`src/rtl/socks5hmc_pkg.sv`:
```
// ----------------------------------------------------------------------------
// SOCKS5 handshake checker package
// Register map, protocol constants and the structs passed between modules.
// ----------------------------------------------------------------------------
package socks5hmc_pkg;

	localparam int COUNT_BITS_DEF = 9;
	localparam int CFG_ADDR_BITS  = 5;
	localparam int CFG_DATA_BITS  = 32;
	localparam int LEN_BITS       = 9;

	localparam logic [2:0] REG_METHOD_LEN_MIN  = 3'd0;
	localparam logic [2:0] REG_METHOD_LEN_MAX  = 3'd1;
	localparam logic [2:0] REG_REQUEST_LEN_MIN = 3'd2;
	localparam logic [2:0] REG_REQUEST_LEN_MAX = 3'd3;
	localparam logic [2:0] REG_WANTED_METHOD   = 3'd4;

	localparam logic [LEN_BITS-1:0] METHOD_LEN_MIN_RST  = 9'd3;
	localparam logic [LEN_BITS-1:0] METHOD_LEN_MAX_RST  = 9'd257;
	localparam logic [LEN_BITS-1:0] REQUEST_LEN_MIN_RST = 9'd7;
	localparam logic [LEN_BITS-1:0] REQUEST_LEN_MAX_RST = 9'd262;
	localparam logic [7:0]          WANTED_METHOD_RST   = 8'd0;

	localparam logic [1:0] KIND_METHOD  = 2'd0;
	localparam logic [1:0] KIND_CONNECT = 2'd1;

	localparam logic [7:0] SOCKS_VERSION = 8'd5;
	localparam logic [7:0] CMD_MIN       = 8'h01;
	localparam logic [7:0] CMD_MAX       = 8'h03;
	localparam logic [7:0] ATYP_IPV4     = 8'h01;
	localparam logic [7:0] ATYP_DOMAIN   = 8'h03;
	localparam logic [7:0] ATYP_IPV6     = 8'h04;

	localparam int LEN_IPV4        = 10;
	localparam int LEN_IPV6        = 22;
	localparam int LEN_DOMAIN_BASE = 7;
	localparam int METHOD_HDR_LEN  = 2;

	typedef struct packed {
		logic [LEN_BITS-1:0] method_len_min;
		logic [LEN_BITS-1:0] method_len_max;
		logic [LEN_BITS-1:0] request_len_min;
		logic [LEN_BITS-1:0] request_len_max;
		logic [7:0]          wanted_method;
	} cfg_t;

	typedef struct packed {
		logic message_valid;
		logic method_found;
	} res_t;

endpackage

```
`src/rtl/socks5hmc_core.sv`:
```
// ----------------------------------------------------------------------------
// SOCKS5 handshake checker byte stage
// Registers each incoming beat, updates the per-message field state and
// evaluates the final checks when the last byte of a message is processed.
// ----------------------------------------------------------------------------
module socks5hmc_core
	import socks5hmc_pkg::*;
#(
	parameter int COUNT_BITS = COUNT_BITS_DEF
) (
	input  logic       clk,
	input  logic       arst_n,
	input  cfg_t       cfg,
	input  logic       in_valid,
	output logic       in_stall,
	input  logic [1:0] message_kind,
	input  logic [7:0] data_byte,
	input  logic       last_byte,
	input  logic       out_ready,
	output logic       res_valid,
	output res_t       res
);

	localparam logic [COUNT_BITS-1:0] CNT_MAX = '1;

	logic                  valid_s1;
	logic [1:0]            kind_s1;
	logic [7:0]            byte_s1;
	logic                  last_s1;

	logic [COUNT_BITS-1:0] byte_count_q;
	logic                  field_ok_q;
	logic [7:0]            list_count_q;
	logic [7:0]            addr_type_q;
	logic [7:0]            name_length_q;
	logic                  match_seen_q;

	logic                  field_ok_n;
	logic [7:0]            list_count_n;
	logic [7:0]            addr_type_n;
	logic [7:0]            name_length_n;
	logic                  match_seen_n;
	logic                  at_new;
	logic [COUNT_BITS-1:0] len;
	logic                  fit;
	logic                  fire;
	logic                  load;

	assign fire      = valid_s1 && (!last_s1 || out_ready);
	assign in_stall  = valid_s1 && !fire;
	assign load      = in_valid && !in_stall;
	assign res_valid = fire && last_s1;

	always_ff @(posedge clk or negedge arst_n) begin
		if (!arst_n) begin
			valid_s1 <= 1'b0;
		end else if (load) begin
			valid_s1 <= 1'b1;
		end else if (fire) begin
			valid_s1 <= 1'b0;
		end
	end

	always_ff @(posedge clk) begin
		if (load) begin
			kind_s1 <= message_kind;
			byte_s1 <= data_byte;
			last_s1 <= last_byte;
		end
	end

	always_comb begin
		at_new        = byte_count_q != CNT_MAX;
		len           = at_new ? byte_count_q + COUNT_BITS'(1) : byte_count_q;
		field_ok_n    = field_ok_q;
		list_count_n  = list_count_q;
		addr_type_n   = addr_type_q;
		name_length_n = name_length_q;
		match_seen_n  = match_seen_q;
		case (kind_s1)
			KIND_METHOD: begin
				if (at_new) begin
					if (byte_count_q == COUNT_BITS'(0) && byte_s1 != SOCKS_VERSION) begin
						field_ok_n = 1'b0;
					end else if (byte_count_q == COUNT_BITS'(1)) begin
						list_count_n = byte_s1;
					end else if (byte_count_q >= COUNT_BITS'(METHOD_HDR_LEN) &&
							(byte_count_q - COUNT_BITS'(METHOD_HDR_LEN)) <
							COUNT_BITS'(list_count_q) &&
							byte_s1 == cfg.wanted_method) begin
						match_seen_n = 1'b1;
					end
				end
			end
			KIND_CONNECT: begin
				if (at_new) begin
					if (byte_count_q == COUNT_BITS'(0) && byte_s1 != SOCKS_VERSION) begin
						field_ok_n = 1'b0;
					end else if (byte_count_q == COUNT_BITS'(1) &&
							!(byte_s1 inside {[CMD_MIN:CMD_MAX]})) begin
						field_ok_n = 1'b0;
					end else if (byte_count_q == COUNT_BITS'(2) && byte_s1 != 8'd0) begin
						field_ok_n = 1'b0;
					end else if (byte_count_q == COUNT_BITS'(3)) begin
						addr_type_n = byte_s1;
					end else if (byte_count_q == COUNT_BITS'(4)) begin
						name_length_n = byte_s1;
					end
				end
			end
			default: begin
				field_ok_n = 1'b0;
			end
		endcase

		case (addr_type_n)
			ATYP_IPV4:   fit = len == COUNT_BITS'(LEN_IPV4);
			ATYP_IPV6:   fit = len == COUNT_BITS'(LEN_IPV6);
			ATYP_DOMAIN: fit = len == COUNT_BITS'(LEN_DOMAIN_BASE) + COUNT_BITS'(name_length_n);
			default:     fit = 1'b0;
		endcase

		res = '0;
		case (kind_s1)
			KIND_METHOD: begin
				res.message_valid = field_ok_n &&
					len >= COUNT_BITS'(cfg.method_len_min) &&
					len <= COUNT_BITS'(cfg.method_len_max) &&
					len >= COUNT_BITS'(METHOD_HDR_LEN) &&
					COUNT_BITS'(list_count_n) == len - COUNT_BITS'(METHOD_HDR_LEN);
				res.method_found = match_seen_n;
			end
			KIND_CONNECT: begin
				res.message_valid = field_ok_n && fit &&
					len >= COUNT_BITS'(cfg.request_len_min) &&
					len <= COUNT_BITS'(cfg.request_len_max);
			end
			default: res = '0;
		endcase
	end

	always_ff @(posedge clk or negedge arst_n) begin
		if (!arst_n) begin
			byte_count_q  <= '0;
			field_ok_q    <= 1'b1;
			list_count_q  <= '0;
			addr_type_q   <= '0;
			name_length_q <= '0;
			match_seen_q  <= 1'b0;
		end else if (fire) begin
			if (last_s1) begin
				byte_count_q  <= '0;
				field_ok_q    <= 1'b1;
				list_count_q  <= '0;
				addr_type_q   <= '0;
				name_length_q <= '0;
				match_seen_q  <= 1'b0;
			end else begin
				byte_count_q  <= len;
				field_ok_q    <= field_ok_n;
				list_count_q  <= list_count_n;
				addr_type_q   <= addr_type_n;
				name_length_q <= name_length_n;
				match_seen_q  <= match_seen_n;
			end
		end
	end

endmodule

```
`config.mk`:
```
export PLATFORM = sky130hd
export DESIGN_NAME = socks5hmc_core
export DESIGN_NICKNAME = d
export VERILOG_FILES = /design/src/rtl/socks5hmc_pkg.sv /design/src/rtl/socks5hmc_core.sv
export SDC_FILE = /design/constraint.sdc
export NUM_CORES = 1
export LEC_CHECK = 0
export ABC_AREA = 1
export BUFFER_PORTS_ARGS = -buffer_cell sky130_fd_sc_hd__buf_4
export CAP_MARGIN = 5
export CORE_ASPECT_RATIO = 1.2
export CORE_UTILIZATION = 25
export DETAILED_ROUTE_END_ITERATION = 16
export GPL_ROUTABILITY_DRIVEN = 0
export PLACE_DENSITY_LB_ADDON = 0.15
export SYNTH_ARGS = -nofsm -noshare
export SYNTH_HDL_FRONTEND = slang
export SYNTH_SLANG_ARGS = --single-unit
```
`constraint.sdc`:
```
create_clock -name clk -period 6.4 [get_ports clk]
set_input_delay 1.28 -clock clk [delete_from_list [all_inputs] [get_ports clk]]
set_output_delay 1.28 -clock clk [all_outputs]
set_load 0.005 [all_outputs]
```
Yosys cells after proc, flatten, opt, wreduce, memory -nomap -nowiden
Index checks and enable logic that the tools add are counted.
{ "op_classes": {"add_sub_neg": 4, "order_cmp": 9, "n_eq_ne": 15, "muxes": 41, "reduce_logical": 26} }
{ "op_table": {"columns": ["op", "n"], "rows": [
  ["2-to-1 mux 8 bit", 20],
  ["== test 9 x 2 -> 1 bit, second input constant", 2],
  ["greater-or-equal comparator 9 x 2 -> 1 bit, second input constant", 2],
  ["greater-or-equal comparator 9 bit", 2],
  ["<= comparator 9 bit", 2],
  ["2-to-1 mux 9 bit", 2],
  ["subtractor 9 x 2 -> 9 bit, second input constant", 2],
  ["logical AND 1 bit", 17],
  ["2-to-1 mux 1 bit", 16],
  ["adder 3 x 8 -> 9 bit, first input constant", 1],
  ["adder 9 x 1 -> 9 bit, second input constant", 1],
  ["== test 8 x 9 -> 1 bit", 1],
  ["== test 9 x 1 -> 1 bit, second input constant", 1],
  ["== test 9 x 3 -> 1 bit, second input constant", 1],
  ["== test 9 x 4 -> 1 bit, second input constant", 1],
  ["== test 9 x 5 -> 1 bit, second input constant", 1],
  ["== test 9 bit", 1],
  ["zero test 9 bit", 1],
  ["< comparator 9 x 8 -> 1 bit", 1],
  ["inequality test 9 bit, second input constant", 1],
  ["== test 8 x 1 -> 1 bit, second input constant", 1],
  ["== test 8 x 2 -> 1 bit, second input constant", 1],
  ["== test 8 x 3 -> 1 bit, second input constant", 1],
  ["== test 8 bit", 1],
  ["other kinds (11)", 15]
]} }
{ "word_totals": {"reg_bits": 47, "in_bits": 59, "output_inout_bits": 4, "word_cells": 105} }

Longest topological paths before layout
{ "logic_depth": {"ltp_word": 15, "mapped_depth": 22, "mapped_depth_nobuf": 22} }

Worst setup path after synthesis
OpenSTA, ideal clock, no wires.
{ "synth_timing": {"path_type": "register to output", "from": "register byte_count_q[1]", "to": "output res[1] in the netlist's numbering", "arrival_ps": 2766, "t_required_ps": 5120, "slack_ps": 2354, "stages_incl_launch_ff": 20, "n_path_buf": 0, "cell_sequence": "dfrtp_1 ha_1 inv_1 nor2_2 nand3_1 xor2_1 nor2_1 inv_1 ha_1 a21oi_1 o21ai_0 a211oi_1 o221ai_1 nor2_1 nand2_1 nor2_1 nand2_1 nor2_1 nand3_1 nand2_1"} }
{ "synth_rtl": {"columns": ["item", "line", "rtl"], "rows": [
  ["start, declared", "socks5hmc_core.sv:31", "logic [COUNT_BITS-1:0] byte_count_q;"],
  ["start signal, assigned", "socks5hmc_core.sv:159", "byte_count_q <= len;"],
  ["end, declared", "socks5hmc_core.sv:21", "output res_t res"]
]} }

==> metrics.cfg <==
[routing]
antenna_left=0
wl_per_cell_um=16.2
num_vias=4508
viasPerCell=4.80
wirelength_um=15200
drc=0
dr.pass1.iters=5
first_iter_violations=206

[timing]
tightest_slew_ns=1.11
rsz0062_at_grt=no
fin_worst_skew_ns=0.00580
fmax_mhz=200
hold_violations=0
finalSetupTns_ns=0
fin_crit_sh_pct=78.0
slew_headroom_pct=26.1
fin_crit_ns=4.99
drv_slew=0
timing.hold.ws_ns=0.500
setup_viol_count_final=0

[logic_synthesis]
synthFlopType=dfrtp_1
synthesis.nets=763
yosysWarnings=0
syn_avg_cell_area_um2=7.17
synth_seq_area_share_pct=26.3
synth_area_um2=4680
synth_edf_count=11
ys_types=45
synth-async-reset-ratio_pct=76.6
ys_ff_latch=47
syn_inst=653

[global_routing]
grt_use_total_pct=16.2
antenna_found_initial=0
grt.overflow.total=0
grt_max_degree=37
grt_pass1_vias=4591
grt_pass1_wl_um=24000

[place]
io_buffers=62
dp_hpwl_um=12200
place_area_um2=5380

[worst_setup_path]
start_kind=flop
cp.arrival_ns=3.71
cp_max_fo=7
end_kind=output port
cp.required_ns=5.12
path_class=flop to output port

[layout]
areaGrowthSynthToFinish_pct=18.5
layout-drive-gt1-share_pct=17.2
antenna_cells=0
nets=824
final_cell_area_um2=5550
final_cell_mix=nand2_1 (138), inv_1 (107), buf_4 (65)
final_common_cell=nand2_1

[floorplan]
core_area_um2=18200
initial_utilization_pct=25.7
num_io_pins=63
dieArea_um2=19300
die_h_um=152
fp.dieW_um=127
num_rows=54

[clocking]
cts_tree=built
clkLatencyLatePin_ns=0.30
ctsResizeCount=0
cts_buffers=5
path_clk_slew_ns=0.07
htreeDepth=2
clockBufferDepth=2
clock_sinks=47
cts_root_buf=clkbuf_16
ctsHoldBuffers=0
cts_setup_buffers=0

[power]
power_leakage_nw=2.89
powerDensity_nw_per_um2=205
max-vdd-ir-drop_uv=131

[job]
drv_cap=0

[min_path]
hp-class=flop to flop

[run_status]
outcome=completed

-- state kept, by name, indices dropped and copies added (netlist names) --
| signal | flops |
|---|---|
| list_count_q | 8 |
| field_ok_q | 1 |
| last_s1 | 1 |
| byte_s1 | 8 |
| byte_count_q | 9 |
| kind_s1 | 2 |
| name_length_q | 8 |
| addr_type_q | 8 |
| valid_s1 | 1 |
| match_seen_q | 1 |
-- power by group --
group          switching, mW  total, mW  leakage [nW]  internal, mW
combinational          0.293      0.477          2.21         0.184
clock                  0.126      0.312        0.0804         0.186
sequential            0.0213      0.349         0.601         0.327
-- through the flow --
step	setup slack (ns)	util (%)	cells	total power, mW
floorplan	2.35	-	653	0.691
global placement	1.73	29.5	931	0.831
detailed placement	1.70	29.5	931	0.829
CTS	1.36	30.4	939	1.15
global route	0.957	30.4	939	1.23
finish	1.41	30.4	939	1.14
-- layer usage --
layer / vias to the layer above / track usage [%] / share of wire (%)
li1: 2271 / - / -
met1: 2075 / 19.9 / 44
met2: 133 / 28.3 / 48
met3: 29 / 1.76 / 4.2
met4: 0 / 7.20 / 3.4
met5: - / 0 / 0
-- cells by family after synthesis --
kind of cell,Yosys count,synth area share [%]
AND/OR/NAND/NOR,301,31.0
buffers and inverters,123,10.6
AO/OA/AOI/OAI,102,13.1
adder cells (fa/ha/maj),51,13.6
flip-flops,47,26.3
XOR/XNOR,29,5.42
-- cell type report --
class,instances,area (um^2)
fillers,2044,12700
clock buffers,5,125
repair buffers,65,488
multi-input cells,483,2960
inverters,112,423
flip-flops and latches,47,1230
clock inverters,3,46.3
well taps,224,280
-- critical path, cell delays in order (launching register included) --
cell and delay [ns]:
dfrtp_1 0.46, ha_1 0.22, inv_1 0.11, nor2_2 0.25, nand3_1 0.12, xor2_1 0.16
nor2_1 0.22, inv_1 0.24, ha_1 0.35, nand2_1 0.07, nor2_1 0.06, nand4_1 0.09
nor2_1 0.05, a211oi_1 0.19, o221ai_1 0.14, nor2_1 0.11, nand2_1 0.06, nor2_1 0.09
nand2_1 0.05, nor2_1 0.09, nand3_1 0.07, nand2_1 0.09, buf_4 0.12
-- synthesized netlist by cell type, types with 2 or more instances --
cell      number  area [um^2]
nor2_2         7         43.8
a21oi_1       23          115
nand2_1      138          518
nand3_1       48          240
nor4_1         5         31.3
o21ai_0       23          115
clkbuf_1       6         22.5
clkinv_1       2         7.51
dfrtp_1       35          876
nor3_1         6         30.0
nand2_4        3         33.8
nor2_8         2         40.0
ha_1          51          638
nand3_2        2         20.0
inv_2          2         7.51
a211oi_1       5         37.5
nand2_2       16          100
inv_1        107          402
o211ai_1       2         15.0
nand3b_1       2         15.0
nor2_4         7         78.8
o21a_1         3         22.5
xor2_1        27          236
nor2_1        52          195
o21ai_2        6         52.6
o21ai_1        5         25.0
edfxtp_1      11          330
nand4_1        8         50.1
o22ai_1       29          181
buf_6          4         45.0
xnor2_1        2         17.5
-- path summary, 6_finish.rpt --
check                                 startpoint               end  slack [ns]  cells after the start
min in group asynchronous                 arst_n    addr_type_q[7]        0.95                      1
worst max register to register   byte_count_q[2]      match_seen_q        3.66                     10
worst min-delay path            name_length_q[6]  name_length_q[6]        0.50                      2
worst min register to register  name_length_q[6]  name_length_q[6]        0.50                      2
max in group asynchronous                 arst_n        field_ok_q        5.07                      1
worst max-delay path             byte_count_q[1]            res[1]        1.41                     22
Note: power is estimated with default switching activity, not from simulation.
